## src/rtl/core/multi_slot_timer_engine_assert.svh

```systemverilog
// ----------------------------------------------------------------------------
// Multi-slot timer engine assertion macros
// Shorthand for the concurrent checks placed at the end of the top level.
// ----------------------------------------------------------------------------
`ifndef MULTI_SLOT_TIMER_ENGINE_ASSERT_SVH
`define MULTI_SLOT_TIMER_ENGINE_ASSERT_SVH

// The consequent must hold in the same cycle as the antecedent.
`define MSTE_ASSERT_SAME(lbl, ante, cons, msg) \
   lbl: assert property (@(posedge clock) disable iff (reset) (ante) |-> (cons)) \
      else $error(msg);

// The consequent must hold in the cycle after the antecedent.
`define MSTE_ASSERT_NEXT(lbl, ante, cons, msg) \
   lbl: assert property (@(posedge clock) disable iff (reset) (ante) |=> (cons)) \
      else $error(msg);

`endif

```

## src/rtl/core/mste_pkg.sv

```systemverilog
// ----------------------------------------------------------------------------
// Multi-slot timer engine package
// Shared widths, defaults, operation codes and controller/datapath structs.
// ----------------------------------------------------------------------------
package mste_pkg;

   localparam int OPC_W          = 2;
   localparam int ID_W           = 5;
   localparam int IVL_IN_W       = 32;
   localparam int TICK_OUT_W     = 32;
   localparam int CFG_W          = 5;
   localparam int SLOTS_RESET    = 16;
   localparam int NUM_SLOTS_DEF  = 16;
   localparam int TIME_WIDTH_DEF = 32;

   typedef enum logic [OPC_W-1:0] {
      OP_START  = 2'd0,
      OP_CHANGE = 2'd1,
      OP_STOP   = 2'd2,
      OP_TICK   = 2'd3
   } op_type;

   // Commands from the controller to the datapath.
   typedef struct packed {
      logic load_req;
      logic clr_scan;
      logic step_scan;
      logic tick_scan;
      logic tick_inc;
      logic alloc;
      logic change;
      logic stop;
      logic expire;
      logic out_load;
   } cmd_type;

   // Status from the datapath to the controller.
   typedef struct packed {
      logic alloc_end;
      logic slot_free;
      logic scan_done;
      logic out_free;
   } stat_type;

endpackage

```

## src/rtl/core/mste_ram.sv

```systemverilog
// ----------------------------------------------------------------------------
// Multi-slot timer engine RAM
// Generic single-write, single-read memory with registered read data.
// ----------------------------------------------------------------------------
module mste_ram #(
   parameter int WIDTH = 2 * mste_pkg::TIME_WIDTH_DEF,
   parameter int DEPTH = mste_pkg::NUM_SLOTS_DEF
) (
   input  logic                                      clock,
   input  logic                                      wr_en,
   input  logic [$clog2((DEPTH > 1) ? DEPTH : 2)-1:0] wr_addr,
   input  logic [WIDTH-1:0]                          wr_data,
   input  logic [$clog2((DEPTH > 1) ? DEPTH : 2)-1:0] rd_addr,
   output logic [WIDTH-1:0]                          rd_data
);

   logic [WIDTH-1:0] mem_ff [DEPTH];
   logic [WIDTH-1:0] rd_data_ff;

   always_ff @(posedge clock) begin
      if (wr_en) begin
         mem_ff[wr_addr] <= wr_data;
      end
      rd_data_ff <= mem_ff[rd_addr];
   end

   assign rd_data = rd_data_ff;

endmodule

```

## src/rtl/core/mste_ctrl.sv

```systemverilog
// ----------------------------------------------------------------------------
// Multi-slot timer engine controller
// Sequences one operation at a time through the datapath.
// ----------------------------------------------------------------------------
module mste_ctrl (
   input  logic                       clock,
   input  logic                       reset,
   input  logic                       req_valid,
   input  logic [mste_pkg::OPC_W-1:0] req_opcode,
   output logic                       req_ready,
   input  mste_pkg::stat_type         status,
   output mste_pkg::cmd_type          cmd
);

   import mste_pkg::*;

   typedef enum logic [2:0] {
      S_IDLE,
      S_ALLOC,
      S_CHANGE,
      S_STOP,
      S_TICK_SCAN,
      S_TICK_END,
      S_RESP
   } state_type;

   state_type state_ff, state_in;
   logic      ready_ff, ready_in;

   always_comb begin
      cmd      = '0;
      state_in = state_ff;
      case (state_ff)
         S_IDLE: begin
            if (req_valid) begin
               cmd.load_req = 1'b1;
               cmd.clr_scan = 1'b1;
               case (op_type'(req_opcode))
                  OP_START:  state_in = S_ALLOC;
                  OP_CHANGE: state_in = S_CHANGE;
                  OP_STOP:   state_in = S_STOP;
                  OP_TICK: begin
                     cmd.tick_inc = 1'b1;
                     state_in     = S_TICK_SCAN;
                  end
                  default:   state_in = S_RESP;
               endcase
            end
         end
         S_ALLOC: begin
            if (status.alloc_end) begin
               state_in = S_RESP;
            end else if (status.slot_free) begin
               cmd.alloc = 1'b1;
               state_in  = S_RESP;
            end else begin
               cmd.step_scan = 1'b1;
            end
         end
         S_CHANGE: begin
            cmd.change = 1'b1;
            state_in   = S_RESP;
         end
         S_STOP: begin
            cmd.stop = 1'b1;
            state_in = S_RESP;
         end
         S_TICK_SCAN: begin
            if (status.scan_done) begin
               state_in = S_TICK_END;
            end else begin
               cmd.tick_scan = 1'b1;
            end
         end
         S_TICK_END: begin
            cmd.expire = 1'b1;
            state_in   = S_RESP;
         end
         S_RESP: begin
            if (status.out_free) begin
               cmd.out_load = 1'b1;
               state_in     = S_IDLE;
            end
         end
         default: state_in = S_IDLE;
      endcase
      ready_in = (state_in == S_IDLE);
   end

   always_ff @(posedge clock) begin
      if (reset) begin
         state_ff <= S_IDLE;
         ready_ff <= 1'b1;
      end else begin
         state_ff <= state_in;
         ready_ff <= ready_in;
      end
   end

   assign req_ready = ready_ff;

endmodule

```

## src/rtl/core/mste_dpath.sv

```systemverilog
// ----------------------------------------------------------------------------
// Multi-slot timer engine datapath
// Slot state, tick counter, scan counter, timer RAM and output register.
// ----------------------------------------------------------------------------
module mste_dpath #(
   parameter int NUM_SLOTS  = mste_pkg::NUM_SLOTS_DEF,
   parameter int TIME_WIDTH = mste_pkg::TIME_WIDTH_DEF
) (
   input  logic                            clock,
   input  logic                            reset,
   input  mste_pkg::cmd_type               cmd,
   output mste_pkg::stat_type              status,
   input  logic [mste_pkg::ID_W-1:0]       req_timer_id,
   input  logic [mste_pkg::IVL_IN_W-1:0]   req_interval,
   input  logic                            req_periodic,
   input  logic                            csr_wr_en,
   input  logic [mste_pkg::CFG_W-1:0]      csr_wr_data,
   output logic                            rsp_valid,
   input  logic                            rsp_ready,
   output logic [mste_pkg::ID_W-1:0]       rsp_result_id,
   output logic                            rsp_expired,
   output logic [mste_pkg::TICK_OUT_W-1:0] rsp_tick_count,
   output logic                            rsp_any_active
);

   import mste_pkg::*;

   localparam int IDX_W = $clog2((NUM_SLOTS > 1) ? NUM_SLOTS : 2);
   localparam int CNT_W = $clog2(NUM_SLOTS + 1);
   localparam int CMP_A = (CNT_W > ID_W) ? CNT_W : ID_W;
   localparam int CMP_W = (CMP_A > CFG_W) ? CMP_A : CFG_W;
   localparam int MEM_W = 2 * TIME_WIDTH;

   logic [CFG_W-1:0]      slots_ff, slots_in;
   logic [ID_W-1:0]       id_ff, id_in;
   logic [TIME_WIDTH-1:0] ivl_ff, ivl_in;
   logic                  per_ff, per_in;
   logic [TIME_WIDTH-1:0] tick_ff, tick_in;
   logic [NUM_SLOTS-1:0]  active_ff, active_in;
   logic [NUM_SLOTS-1:0]  periodic_ff, periodic_in;
   logic [CNT_W-1:0]      cnt_ff, cnt_in;
   logic                  rd_vld_ff, rd_vld_in;
   logic [IDX_W-1:0]      rd_idx_ff, rd_idx_in;
   logic                  best_found_ff, best_found_in;
   logic [IDX_W-1:0]      best_idx_ff, best_idx_in;
   logic [TIME_WIDTH-1:0] best_exp_ff, best_exp_in;
   logic [TIME_WIDTH-1:0] best_ivl_ff, best_ivl_in;
   logic [ID_W-1:0]       res_id_ff, res_id_in;
   logic                  res_exp_ff, res_exp_in;
   logic                  rsp_valid_ff, rsp_valid_in;
   logic [ID_W-1:0]       rsp_id_ff, rsp_id_in;
   logic                  rsp_exp_ff, rsp_exp_in;
   logic [TICK_OUT_W-1:0] rsp_tick_ff, rsp_tick_in;
   logic                  rsp_act_ff, rsp_act_in;

   logic [IDX_W-1:0]      cnt_idx;
   logic [IDX_W-1:0]      id_idx;
   logic                  id_ok;
   logic                  hit;
   logic [TIME_WIDTH-1:0] addend;
   logic [TIME_WIDTH-1:0] sum;
   logic                  wr_en;
   logic [IDX_W-1:0]      wr_addr;
   logic [MEM_W-1:0]      wr_data;
   logic [MEM_W-1:0]      rd_data;
   logic [TIME_WIDTH-1:0] rd_exp;
   logic [TIME_WIDTH-1:0] rd_ivl;

   assign cnt_idx = cnt_ff[IDX_W-1:0];
   assign id_idx  = IDX_W'(CMP_W'(id_ff) - CMP_W'(1));
   assign id_ok   = (id_ff != '0) && (CMP_W'(id_ff) <= CMP_W'(NUM_SLOTS))
                    && active_ff[id_idx];
   assign hit     = best_found_ff && (tick_ff >= best_exp_ff);

   // One adder serves every re-arm: start and change use the request
   // interval, a periodic expiry uses the stored interval.
   assign addend  = cmd.expire ? best_ivl_ff : ivl_ff;
   assign sum     = tick_ff + addend;
   assign wr_data = {addend, sum};
   assign wr_en   = cmd.alloc || (cmd.change && id_ok)
                    || (cmd.expire && hit && periodic_ff[best_idx_ff]);
   assign wr_addr = cmd.alloc ? cnt_idx : (cmd.change ? id_idx : best_idx_ff);

   assign rd_exp = rd_data[TIME_WIDTH-1:0];
   assign rd_ivl = rd_data[MEM_W-1:TIME_WIDTH];

   mste_ram #(
      .WIDTH (MEM_W),
      .DEPTH (NUM_SLOTS)
   ) u_timer_ram (
      .clock   (clock),
      .wr_en   (wr_en),
      .wr_addr (wr_addr),
      .wr_data (wr_data),
      .rd_addr (cnt_idx),
      .rd_data (rd_data)
   );

   always_comb begin
      slots_in      = slots_ff;
      id_in         = id_ff;
      ivl_in        = ivl_ff;
      per_in        = per_ff;
      tick_in       = tick_ff;
      active_in     = active_ff;
      periodic_in   = periodic_ff;
      cnt_in        = cnt_ff;
      best_found_in = best_found_ff;
      best_idx_in   = best_idx_ff;
      best_exp_in   = best_exp_ff;
      best_ivl_in   = best_ivl_ff;
      res_id_in     = res_id_ff;
      res_exp_in    = res_exp_ff;

      if (csr_wr_en) begin
         slots_in = csr_wr_data;
      end

      if (cmd.load_req) begin
         id_in      = req_timer_id;
         ivl_in     = TIME_WIDTH'(req_interval);
         per_in     = req_periodic;
         res_id_in  = '0;
         res_exp_in = 1'b0;
      end

      if (cmd.clr_scan) begin
         cnt_in        = '0;
         best_found_in = 1'b0;
      end else if (cmd.step_scan || cmd.tick_scan) begin
         cnt_in = cnt_ff + CNT_W'(1);
      end

      if (cmd.tick_inc) begin
         tick_in = tick_ff + TIME_WIDTH'(1);
      end

      // Running minimum over the RAM words read one per cycle; a strict
      // compare keeps the lowest slot on equal expiry.
      if (rd_vld_ff && active_ff[rd_idx_ff]
          && (!best_found_ff || (rd_exp < best_exp_ff))) begin
         best_found_in = 1'b1;
         best_idx_in   = rd_idx_ff;
         best_exp_in   = rd_exp;
         best_ivl_in   = rd_ivl;
      end

      if (cmd.alloc) begin
         active_in[cnt_idx]   = 1'b1;
         periodic_in[cnt_idx] = per_ff;
         res_id_in            = ID_W'(cnt_ff + CNT_W'(1));
      end

      if (cmd.change && id_ok) begin
         res_id_in = id_ff;
      end

      if (cmd.stop && id_ok) begin
         active_in[id_idx] = 1'b0;
         res_id_in         = id_ff;
      end

      if (cmd.expire && hit) begin
         if (!periodic_ff[best_idx_ff]) begin
            active_in[best_idx_ff] = 1'b0;
         end
         res_id_in  = ID_W'(CNT_W'(best_idx_ff) + CNT_W'(1));
         res_exp_in = 1'b1;
      end
   end

   assign rd_vld_in    = cmd.tick_scan;
   assign rd_idx_in    = cnt_idx;
   assign rsp_valid_in = cmd.out_load || (rsp_valid_ff && !rsp_ready);
   assign rsp_id_in    = cmd.out_load ? res_id_ff : rsp_id_ff;
   assign rsp_exp_in   = cmd.out_load ? res_exp_ff : rsp_exp_ff;
   assign rsp_tick_in  = cmd.out_load ? TICK_OUT_W'(tick_ff) : rsp_tick_ff;
   assign rsp_act_in   = cmd.out_load ? (|active_ff) : rsp_act_ff;

   always_ff @(posedge clock) begin
      if (reset) begin
         slots_ff      <= CFG_W'(SLOTS_RESET);
         tick_ff       <= '0;
         active_ff     <= '0;
         cnt_ff        <= '0;
         rd_vld_ff     <= 1'b0;
         best_found_ff <= 1'b0;
         rsp_valid_ff  <= 1'b0;
      end else begin
         slots_ff      <= slots_in;
         tick_ff       <= tick_in;
         active_ff     <= active_in;
         cnt_ff        <= cnt_in;
         rd_vld_ff     <= rd_vld_in;
         best_found_ff <= best_found_in;
         rsp_valid_ff  <= rsp_valid_in;
      end
   end

   always_ff @(posedge clock) begin
      id_ff       <= id_in;
      ivl_ff      <= ivl_in;
      per_ff      <= per_in;
      periodic_ff <= periodic_in;
      rd_idx_ff   <= rd_idx_in;
      best_idx_ff <= best_idx_in;
      best_exp_ff <= best_exp_in;
      best_ivl_ff <= best_ivl_in;
      res_id_ff   <= res_id_in;
      res_exp_ff  <= res_exp_in;
      rsp_id_ff   <= rsp_id_in;
      rsp_exp_ff  <= rsp_exp_in;
      rsp_tick_ff <= rsp_tick_in;
      rsp_act_ff  <= rsp_act_in;
   end

   assign status.alloc_end = (CMP_W'(cnt_ff) >= CMP_W'(slots_ff))
                             || (cnt_ff == CNT_W'(NUM_SLOTS));
   assign status.slot_free = !active_ff[cnt_idx];
   assign status.scan_done = (cnt_ff == CNT_W'(NUM_SLOTS));
   assign status.out_free  = !rsp_valid_ff || rsp_ready;

   assign rsp_valid      = rsp_valid_ff;
   assign rsp_result_id  = rsp_id_ff;
   assign rsp_expired    = rsp_exp_ff;
   assign rsp_tick_count = rsp_tick_ff;
   assign rsp_any_active = rsp_act_ff;

endmodule

```

## src/rtl/core/multi_slot_timer_engine.sv

```systemverilog
// ----------------------------------------------------------------------------
// Multi-slot timer engine
// Pool of one-shot and periodic timer slots driven by start, change, stop
// and tick requests, one response word per request word.
// ----------------------------------------------------------------------------
// The engine handles one request word at a time and answers each with exactly
// one response word. A start walks the slot flags one per cycle from slot 1 in
// search of a free one, up to slots_in_use limited to NUM_SLOTS; a change or a
// stop needs no search. A tick searches for the earliest expiry by reading the
// interval/expiry RAM through its single read port, one slot per cycle. A new
// request word is taken while the previous response word still waits in the
// output register, so a stalled consumer only holds the engine once a second
// response is ready. Both the tick counter and the stored expiry times wrap at
// TIME_WIDTH bits and are compared as plain unsigned numbers, so a timer armed
// across the wrap may fire early.
// ----------------------------------------------------------------------------
module multi_slot_timer_engine #(
   parameter int NUM_SLOTS  = mste_pkg::NUM_SLOTS_DEF,
   parameter int TIME_WIDTH = mste_pkg::TIME_WIDTH_DEF
) (
   input  logic                            clock,
   input  logic                            reset,
   // Request channel.
   input  logic                            req_valid,
   output logic                            req_ready,
   input  logic [mste_pkg::OPC_W-1:0]      req_opcode,
   input  logic [mste_pkg::ID_W-1:0]       req_timer_id,
   input  logic [mste_pkg::IVL_IN_W-1:0]   req_interval,
   input  logic                            req_periodic,
   // Response channel.
   output logic                            rsp_valid,
   input  logic                            rsp_ready,
   output logic [mste_pkg::ID_W-1:0]       rsp_result_id,
   output logic                            rsp_expired,
   output logic [mste_pkg::TICK_OUT_W-1:0] rsp_tick_count,
   output logic                            rsp_any_active,
   // Configuration: number of slots a start may allocate from.
   input  logic                            csr_wr_en,
   input  logic [mste_pkg::CFG_W-1:0]      csr_wr_data
);

   import mste_pkg::*;

   `include "multi_slot_timer_engine_assert.svh"

   cmd_type  cmd;
   stat_type status;

   // The controller decides what happens in each cycle; it never touches the
   // slot state itself.
   mste_ctrl u_ctrl (
      .clock      (clock),
      .reset      (reset),
      .req_valid  (req_valid),
      .req_opcode (req_opcode),
      .req_ready  (req_ready),
      .status     (status),
      .cmd        (cmd)
   );

   // The datapath holds the slot flags, the tick counter, the timer RAM and
   // the response register.
   mste_dpath #(
      .NUM_SLOTS  (NUM_SLOTS),
      .TIME_WIDTH (TIME_WIDTH)
   ) u_dpath (
      .clock          (clock),
      .reset          (reset),
      .cmd            (cmd),
      .status         (status),
      .req_timer_id   (req_timer_id),
      .req_interval   (req_interval),
      .req_periodic   (req_periodic),
      .csr_wr_en      (csr_wr_en),
      .csr_wr_data    (csr_wr_data),
      .rsp_valid      (rsp_valid),
      .rsp_ready      (rsp_ready),
      .rsp_result_id  (rsp_result_id),
      .rsp_expired    (rsp_expired),
      .rsp_tick_count (rsp_tick_count),
      .rsp_any_active (rsp_any_active)
   );

   // Only one operation is in flight, so ready must drop right after a word
   // is taken.
   `MSTE_ASSERT_NEXT(a_single_in_flight, req_valid && req_ready, !req_ready, "ready after accept")

   // At most one RAM or slot update is commanded in any cycle.
   `MSTE_ASSERT_SAME(a_one_update, 1'b1,
      $onehot0({cmd.alloc, cmd.change, cmd.stop, cmd.expire}), "update clash")

   // A response is never loaded over one that the consumer has not taken.
   `MSTE_ASSERT_SAME(a_no_overwrite, cmd.out_load, !rsp_valid || rsp_ready, "response overwritten")

   // Request data is only loaded in a cycle in which a request word is taken.
   `MSTE_ASSERT_SAME(a_load_when_ready, cmd.load_req, req_ready && req_valid, "load without accept")

endmodule
```

## config.mk

```make
export PLATFORM = sky130hd
export DESIGN_NAME = multi_slot_timer_engine
export DESIGN_NICKNAME = d
export VERILOG_FILES = /design/src/rtl/core/mste_pkg.sv /design/src/rtl/core/mste_ram.sv /design/src/rtl/core/mste_ctrl.sv /design/src/rtl/core/mste_dpath.sv /design/src/rtl/core/multi_slot_timer_engine.sv
export VERILOG_INCLUDE_DIRS = /design/src /design/src/rtl/core
export SDC_FILE = /design/constraint.sdc
export NUM_CORES = 1
export LEC_CHECK = 0
export BUFFER_PORTS_ARGS = -buffer_cell sky130_fd_sc_hd__buf_2
export CAP_MARGIN = 30
export CORE_AREA = 4 4 287 345
export CTS_CLUSTER_SIZE = 14
export DETAILED_ROUTE_END_ITERATION = 12
export DIE_AREA = 0 0 291 349
export PLACE_DENSITY = 0.71
export SLEW_MARGIN = 20
export SYNTH_ARGS = -nofsm -noshare
export SYNTH_HDL_FRONTEND = slang
export SYNTH_SLANG_ARGS = --single-unit
```

## constraint.sdc

```tcl
create_clock -name clock -period 9.65 [get_ports clock]
set_clock_uncertainty 0.15 [all_clocks]
set_input_delay 2.895 -clock clock [delete_from_list [all_inputs] [get_ports clock]]
set_output_delay 2.895 -clock clock [all_outputs]
set_load 0.005 [all_outputs]
```

Word-level counts from Yosys, hierarchy flattened

Memory sizes are Yosys's and may differ from the RTL's. A register that Yosys moved wholly into a read port is not among the register bits.
Cells that the tools add are included.

Div/mod/pow operators: 0
Bitwise operators: 5
Shift operators: 0
Mux-type cells: 56
Add/subtract/negate cells: 5
Eq/ne operators: 10
Reduce and logical (&&, ||, !) cells: 32
$lt $le $gt $ge: 11
Multiply operators: 0

Operators by type and width:

| cell                                                                          | number |
|---|---|
| 16-bit 2-to-1 mux                                                             | 4 |
| 32-bit by 1-bit adder with 32-bit output (second input constant)              | 1 |
| 32-bit adder                                                                  | 1 |
| 16-bit bitwise AND                                                            | 2 |
| 32-bit >= comparator                                                          | 1 |
| 32-bit less-than comparator                                                   | 1 |
| 32-bit 2-to-1 mux                                                             | 1 |
| 16-bit inverter                                                               | 2 |
| 1-bit 2-to-1 mux                                                              | 27 |
| 5-bit 2-to-1 mux                                                              | 5 |
| 4-bit by 5-bit less-than comparator with 1-bit output (second input constant) | 4 |
| 1-bit binary-select mux with 4-bit select                                     | 4 |
| 16-bit bitwise mux                                                            | 1 |
| 16-bit bitwise OR                                                             | 1 |
| 16-bit OR reduction                                                           | 1 |
| 3-bit 2-to-1 mux                                                              | 5 |
| 3-bit one-hot mux with 5 select lines                                         | 1 |
| 1-bit logical AND                                                             | 13 |
| 1-bit demux with 4-bit select                                                 | 3 |
| 4-bit by 1-bit >= comparator with 1-bit output (second input constant)        | 3 |
| 3-bit one-hot mux with 4 select lines                                         | 1 |
| 5-bit nonzero test                                                            | 2 |
| 3-bit equality test (second input constant)                                   | 3 |
| 4-bit 2-to-1 mux                                                              | 2 |
| other kinds (18)                                                              | 30 |

Output and inout bits: 41
Memories kept: 1
Memory bits (read-only): 0
Word-level logic and storage cells: 143
Latch bits: 0
Input port bits: 50
Register bits after elaboration: 236
Memory bits (writable): 1024

Memories:

| memory                     | depth | width | read ports | clocked after Yosys merged registers in | wr ports | line           | text |
|---|---|---|---|---|---|---|---|
| u_dpath.u_timer_ram.mem_ff | 16    | 64    | 1          | 1                                       | 1        | mste_ram.sv:17 | `logic [WIDTH-1:0] mem_ff [DEPTH];` |

Longest topological paths before layout

Gate-level depths: netlist (run 1).

Word-level depth: 11
Gate-level depth with buffers: 16
Mapped depth without buffers: 14

By module

From an unflattened synthesis (run 1), not the netlist that was laid out.

Cells, all modules: 2791
Area, all modules: 52641.7 µm²

By module, submodules not included:

| module     | area each (µm²) | seq. area each (µm²) | cells an instance | instances |
|---|---|---|---|---|
| mste_ram   | 39583.0         | 32030.7              | 1647              | 1 |
| mste_dpath | 12695.9         | 6306.0               | 1105              | 1 |
| mste_ctrl  | 362.8           | 80.1                 | 39                | 1 |

Worst setup path before layout (run 1)

Ideal clock, no wire load.

Kind: input port to flip-flop
From: in req_valid
To: reg u_dpath.tick_ff[29]
Data required time: 9.430 ns
Slack: 2.503 ns
Path buffers: 1
Library setup time: 0.070 ns
Arrival time: 6.927 ns
Stages on the path: 9
Cell sequence: nor4b_2 -> and2_1 -> buf_2 -> and3_1 -> nand2_1 -> nor3_1 -> nand2_1 -> or3_1 -> a21oi_1

Word-level cells in the longest chain between the ends: 2

RTL lines:

| element                | line                          | text |
|---|---|---|
| start: declaration     | multi_slot_timer_engine.sv:24 | `input logic req_valid,` |
| 1-bit 2-to-1 mux       | mste_ctrl.sv:35               | `if (req_valid) begin` |
| 1-bit 2-to-1 mux       | mste_ctrl.sv:33               | `case (state_ff)` |
| end signal: assignment | mste_dpath.sv:191             | `tick_ff <= tick_in;` |
| end: declaration       | mste_dpath.sv:38              | `logic [TIME_WIDTH-1:0] tick_ff, tick_in;` |

Every way passes these cells.
A chain may end at the register's enable or synchronous reset.

Worst setup path after layout (run 1)

From: reg u_ctrl.state_ff[1]
To: mem u_dpath.u_timer_ram.mem_ff[8][30] (netlist name) (data pin)

Word-level cells in the longest chain between the ends: 4

RTL lines:

| element                  | line             | text |
|---|---|---|
| start: declaration       | mste_ctrl.sv:27  | `state_type state_ff, state_in;` |
| start signal: assignment | mste_ctrl.sv:95  | `state_ff <= state_in;` |
| 3-bit equality test      | mste_ctrl.sv:33  |  |
| 1-bit 2-to-1 mux         | mste_ctrl.sv:33  |  |
| 32-bit 2-to-1 mux        | mste_dpath.sv:77 | `assign addend = cmd.expire ? best_ivl_ff : ivl_ff;` |
| via u_dpath.addend[0]    | mste_dpath.sv:60 | `logic [TIME_WIDTH-1:0] addend;` |
| 32-bit adder             | mste_dpath.sv:78 | `assign sum = tick_ff + addend;` |
| via u_dpath.sum[30]      | mste_dpath.sv:61 | `logic [TIME_WIDTH-1:0] sum;` |
| end: declaration         | mste_ram.sv:17   |  |

The timed path passes the listed nets, and every way through them passes these cells.

==> flow_summary.json, run 1 <==
{
  "fmax_mhz": 166,
  "drive_gt1_share_pct": 27.2,
  "holdBufCountCts": 0,
  "firstDrtPassIters": 5,
  "ios": 91,
  "cts-buffers-inserted": 130,
  "die_height_um": 349,
  "syn-cell-area_sq_um": 52200,
  "clk_latency_ns": 0.75,
  "worst-path-buf-inv": 2,
  "stdcell_count": 4148,
  "grtUsageTotal_pct": 24.7,
  "crit_chain": "nand3b_1 -> buf_4 -> mux2_2 -> ha_1 -> inv_1 -> fa_1 -> nor2b_1 -> o21ai_0 -> a21oi_1 -> nor2_1 -> o31ai_1 -> a22oi_1 -> a21oi_1 -> a21oi_1 -> xnor2_2",
  "rr_worst_depth": 15,
  "syn_to_final_growth_pct": 13.1,
  "grt_pass1_wl_um": 183000,
  "placed_area_sq_um": 54600,
  "cp-end-kind": "register",
  "drtIter0Drc": 3031,
  "rows": 124,
  "die_w_um": 291,
  "synthCells": 2583,
  "start_kind": "register",
  "final_util_pct": 62.0,
  "synth_area_leader_cell": "edfxtp_1",
  "die-area_sq_um": 102000,
  "setup_viol": 0,
  "powerDensity_nw_per_um2": 208,
  "cellLeakagePower_nw": 19.5,
  "syn_area_per_cell_sq_um": 20.2,
  "fin_crit_sh_pct": 62.6,
  "grt_max_degree": 153,
  "root_buffer": "clkbuf_16",
  "route.detailed.drc": 0,
  "dp_cells": 3899,
  "cts_htree_levels": 4,
  "synth_nets": 2749,
  "hold_depth": 0,
  "maxSlewViolCount": 0,
  "worst_path_max_delay_cell": "o31ai_1",
  "final_area_sq_um": 59000,
  "start_util_pct": 54.8,
  "hp-class": "register to register",
  "cts_setup_buffers": 0,
  "slew_headroom_pct": 24.1,
  "cp.depth": 15,
  "clock-sinks": 1324,
  "status": "finished, final reports clean",
  "vdd_drop_max_uv": 177,
  "met1_usage_pct": 33.8,
  "hold_violations": 0,
  "ys_seq_elements": 1324,
  "synth_edf_count": 1190,
  "cts_tree": "yes",
  "first_global_vias": 27100,
  "async_flop_share_pct": 0,
  "cts_buffer_depth": 3,
  "nets": 2945,
  "antenna_found_initial": 1,
  "crit_top_cell": "a21oi_1",
  "grtUsageMet2_pct": 41.3,
  "path_max_fanout": 33,
  "busiest_layer": "met2",
  "synth_top_cells_by_area": "edfxtp_1 68%, mux4_2 15%, dfxtp_1 5.1%",
  "hpwl_um": 70500,
  "ys.warnings.count": 0,
  "required_ns": 9.93,
  "period_minus_slack_ns": 6.04,
  "vias_per_cell": 6.39,
  "grt.overflow.total": 0,
  "portBuffers": 90,
  "maxCapViolations": 0,
  "synth_cell_types": 60,
  "gr-usage-met3_pct": 3.97,
  "worst_pin_slew_ns": 1.14,
  "netlist.area_leader.share_pct": 68.5,
  "synthMostInstantiatedCell": "edfxtp_1",
  "crit_type": "register to register",
  "path_clk_slew_ns": 0.06,
  "wirelength_um": 125000,
  "ant_nets": 0,
  "cp_top_family": "compound AO/OA/AOI/OAI gates",
  "synth_top_cells_by_count": "1190 x edfxtp_1, 338 x mux4_2, 134 x dfxtp_1",
  "rsz0062_at_grt": "false",
  "vias": 26500,
  "yosysSeqAreaShare_pct": 73.6,
  "cp.arrival_ns": 6.32,
  "slowest_delay_ns": 0.74,
  "gp_congestion": 0.900,
  "finalSetupTns_ns": 0,
  "wl_per_cell_um": 30.2,
  "post_cts_resized": 0,
  "core_sq_um": 95300,
  "synth_ff_type": "edfxtp_1"
}
-- kinds of logic after synthesis --
family / after synthesis / share of synthesized area [%]
fa+ha+maj: 116 / 2.80
buf+inv: 166 / 1.21
flops: 1324 / 73.6
mux: 385 / 15.6
simple gates: 313 / 3.00
xor+xnor: 67 / 1.12
compound gates: 212 / 2.66
-- state kept, by name (all words and copies together), names as in the netlist, 3 cells and up --
name	count
u_dpath.tick_ff	32
u_dpath.ivl_ff	32
u_dpath.best_idx_ff	4
u_dpath.rsp_result_id	5
u_dpath.periodic_ff	16
u_dpath.id_ff	5
u_dpath.rsp_tick_count	32
u_dpath.u_timer_ram.rd_data	64
u_ctrl.state_ff	3
u_dpath.active_ff	16
u_dpath.best_ivl_ff	32
u_dpath.res_id_ff	5
u_dpath.rd_idx_ff	4
u_dpath.u_timer_ram.mem_ff	1024
u_dpath.slots_ff	5
u_dpath.cnt_ff	5
u_dpath.best_exp_ff	32
-- layout make-up --
type	instances	area, sq um
fill	6474	36200
multi-input combinational	1093	13400
clock buffer	176	3620
antenna	1	2.50
timing repair buffer	166	1130
tap	1260	1580
inverter	64	240
sequential	1324	38400
clock inverter	64	627
-- cell usage in the layout (no fill, tap or decap), drive strengths merged, types with 11 or more instances in the layout --
| cell type | instances |
|---|---|
| a211oi | 19 |
| a21o | 38 |
| a21oi | 52 |
| and2 | 11 |
| and3 | 27 |
| buf | 165 |
| clkbuf | 177 |
| clkinv | 49 |
| dfxtp | 134 |
| edfxtp | 1190 |
| ha | 115 |
| inv | 72 |
| mux2 | 37 |
| mux4 | 338 |
| nand2 | 64 |
| nand2b | 15 |
| nand3 | 20 |
| nand4 | 20 |
| nor2 | 95 |
| nor2b | 11 |
| nor3 | 21 |
| o21ai | 37 |
| o22ai | 13 |
| xnor2 | 35 |
| xor2 | 32 |
-- metal layers --
layer,up-vias,wire [um],share of wire (%)
met2,1262,62600,50
met1,14000,49200,39
met3,228,9460,7.5
met5,-,0,0
li1,11000,-,-
met4,0,4150,3.3
-- stage by stage --
| step | setup WS [ns] | total power, W | hold WS (ns) |
|---|---|---|---|
| floorplan | 2.50 | 0.00714 | 0.204 |
| global placement | 3.71 | 0.00739 | 0.237 |
| detailed placement | 3.49 | 0.00742 | 0.239 |
| CTS | 3.47 | 0.0124 | 0.253 |
| global route | 3.39 | 0.0127 | 0.263 |
| finish | 3.61 | 0.0123 | 0.251 |
-- final timing paths --
path                                                start                                          end  slack (ns)
setup / recovery            u_ctrl.state_ff[1]$_SDFF_PP0_  u_dpath.u_timer_ram.mem_ff[8][30]$_DFFE_PP_        3.61
hold / removal    u_dpath.u_timer_ram.rd_data[44]$_DFF_P_            u_dpath.best_ivl_ff[12]$_DFFE_PP_        0.25
setup reg to reg            u_ctrl.state_ff[1]$_SDFF_PP0_  u_dpath.u_timer_ram.mem_ff[8][30]$_DFFE_PP_        3.61
hold reg to reg   u_dpath.u_timer_ram.rd_data[44]$_DFF_P_            u_dpath.best_ivl_ff[12]$_DFFE_PP_        0.25
-- report_power, final --
| group | switching, W | total (W) | internal (W) |
|---|---|---|---|
| Combinational | 0.000471 | 0.000807 | 0.000335 |
| Sequential | 0.0000704 | 0.00651 | 0.00644 |
| Clock | 0.00217 | 0.00498 | 0.00281 |
| Total | 0.00271 | 0.0123 | 0.00959 |
(Power assumes the default switching activity.)
==> run 2, diff against run 1 <==
--- a/config.mk
+++ b/config.mk
@@ -12,7 +12,7 @@
 export CTS_CLUSTER_SIZE = 14
 export DETAILED_ROUTE_END_ITERATION = 12
 export DIE_AREA = 0 0 291 349
-export PLACE_DENSITY = 0.71
+export PLACE_DENSITY = 0.73
 export SLEW_MARGIN = 20
 export SYNTH_ARGS = -nofsm -noshare
 export SYNTH_HDL_FRONTEND = slang
==> constraint.sdc (replaced) <==
create_clock -name clock -period 5.24 [get_ports clock]
set_clock_uncertainty 0.15 [all_clocks]
set_input_delay 1.572 -clock clock [delete_from_list [all_inputs] [get_ports clock]]
set_output_delay 1.572 -clock clock [all_outputs]
set_load 0.005 [all_outputs]
==> flow_summary.json, run 2 (synthesis gave the netlist of run 1 again) <==
{
  "cts-buffers-inserted": 117,
  "final_common_cell": "edfxtp_1",
  "drive_gt1_share_pct": 26.6,
  "nets": 2960,
  "hold_slack_ns": 0.254,
  "regMostFlops": "u_dpath.u_timer_ram.mem_ff",
  "vdd_drop_max_uv": 300,
  "path_max_fanout": 26,
  "cp.arrival_ns": 5.02,
  "cts_setup_buffers": 0,
  "root_buffer": "clkbuf_16",
  "die_height_um": 349,
  "drtIter0Drc": 3227,
  "r2r_start": "u_ctrl.state_ff[2]$_SDFF_PP0_",
  "maxSlewViolCount": 0,
  "grtUsageTotal_pct": 24.6,
  "cts_buffer_depth": 3,
  "first_global_vias": 26900,
  "portBuffers": 90,
  "rrSetupSlack_ns": 0.46,
  "vias_per_cell": 6.37,
  "fill_cells": 6429,
  "cp-end-kind": "register",
  "vias": 26500,
  "die-area_sq_um": 102000,
  "gp_congestion": 0.904,
  "core_sq_um": 95300,
  "grt_max_degree": 153,
  "rows": 124,
  "path_clk_slew_ns": 0.06,
  "ios": 91,
  "hold_depth": 0,
  "hpwl_um": 70800,
  "final_util_pct": 61.9,
  "min_from": "u_dpath.u_timer_ram.rd_data[54]$_DFF_P_",
  "rsz0062_at_grt": "false",
  "grt.overflow.total": 0,
  "post_cts_resized": 0,
  "start_util_pct": 54.8,
  "holdBufCountCts": 0,
  "p_switching_w": 0.00464,
  "cts_tree": "yes",
  "crit_top_cell": "a21oi_1",
  "antenna_found_initial": 3,
  "rr_endpoint": "u_dpath.u_timer_ram.mem_ff[14][27]$_DFFE_PP_",
  "fin_crit_sh_pct": 91.2,
  "worst-path-buf-inv": 1,
  "worst_path_max_delay_cell": "xnor2_2",
  "hp-class": "register to register",
  "rr_worst_depth": 13,
  "fmax_mhz": 209,
  "status": "finished, final reports clean",
  "period_minus_slack_ns": 4.78,
  "p_int_w": 0.0172,
  "crit_type": "register to register",
  "start_kind": "register",
  "clock-sinks": 1324,
  "route.detailed.drc": 0,
  "pwr-share-comb_pct": 7.0,
  "largest_reg_flops": 1024,
  "wirelength_um": 125000,
  "switching_share_pct": 21.3,
  "syn_to_final_growth_pct": 13.0,
  "powerDensity_nw_per_um2": 370,
  "slew_headroom_pct": 23.3,
  "wl_per_cell_um": 30.0,
  "firstDrtPassIters": 6,
  "seqPwrFrac_pct": 54.8,
  "required_ns": 5.48,
  "maxCapViolations": 0,
  "cp.depth": 13,
  "ant_nets": 0,
  "cellLeakagePower_nw": 19.4,
  "hold_violations": 0,
  "hold_end": "u_dpath.best_ivl_ff[22]$_DFFE_PP_",
  "power.share.clock_pct": 38.2,
  "cts_htree_levels": 3,
  "cp_top_family": "simple AND/OR/NAND/NOR gates",
  "grt_pass1_wl_um": 183000,
  "worst_pin_slew_ns": 1.15,
  "setup_viol": 0,
  "die_w_um": 291,
  "slowest_delay_ns": 0.58,
  "most-common-layout-cells": "1190 x edfxtp_1, 338 x mux4_2, 130 x dfxtp_1, 121 x clkbuf_16, 115 x ha_1",
  "clk_latency_ns": 0.70,
  "crit_chain": "nand3b_1 -> buf_12 -> mux2_2 -> ha_1 -> and4_1 -> nand4bb_1 -> nor3_1 -> a21oi_1 -> a21oi_1 -> a41oi_1 -> nand4b_1 -> nor2b_1 -> xnor2_2",
  "critPathLaunch": "u_ctrl.state_ff[2]$_SDFF_PP0_"
}
[run 2: changes by cell type in the layout (fill, tap and decap cells not counted), moves of 8 or more]
cell,previous run,this run
buf_12,2,27
clkbuf_1,29,44
clkbuf_16,132,121
clkinv_2,26,17
buf_4,63,71
[run 2: power by group through the flow]
stage                     registers, W  logic (W)  clock network [W]
after floorplan                 0.0121    0.00102                  0
after global placement          0.0122    0.00144                  0
after detailed placement        0.0122    0.00151                  0
after CTS                       0.0120    0.00152            0.00845
after global routing            0.0120    0.00164            0.00893
final                           0.0120    0.00153            0.00833
[run 2: metrics by stage]
step	setup TNS (ns)	setup WS [ns]	area, sq um	total power, W	instances
after global placement	0	0.449	55000	0.0136	3927
final	0	0.459	59000	0.0218	4156
after floorplan	-607.96	-0.644	52200	0.0132	2583
after detailed placement	0	0.262	55100	0.0137	3931
after global routing	0	0.165	59000	0.0225	4155
after CTS	0	0.218	58900	0.0219	4151
[run 2: layer usage]
layer  global-route usage (%)  wire [um]
met5                        0          0
met4                     7.32       3330
met3                     3.71      10100
met2                     41.8      63300
met1                     33.6      48100
[run 2: final cells by class]
class,count,area [sq um],share of cell area (%)
flip-flops and latches,1324,38400,65.2
multi-input cells,1093,13300,22.6
clock buffers,186,3480,5.90
repair buffers,194,1630,2.76
well taps,1260,1580,2.67
clock inverters,34,265,0.450
inverters,64,240,0.407
diodes,1,2.50,0.00424
[run 2: how the worst max path moves through the flow]
stage,endpoint,slack [ns]
floorplan,u_dpath.u_timer_ram.mem_ff[9][0]$_DFFE_PP_,-0.64
global placement,u_dpath.u_timer_ram.mem_ff[8][26]$_DFFE_PP_,0.45
detailed placement,u_dpath.u_timer_ram.mem_ff[10][26]$_DFFE_PP_,0.26
CTS,u_dpath.u_timer_ram.mem_ff[10][26]$_DFFE_PP_,0.22
global route,u_dpath.u_timer_ram.mem_ff[7][30]$_DFFE_PP_,0.17
finish,u_dpath.u_timer_ram.mem_ff[14][27]$_DFFE_PP_,0.46
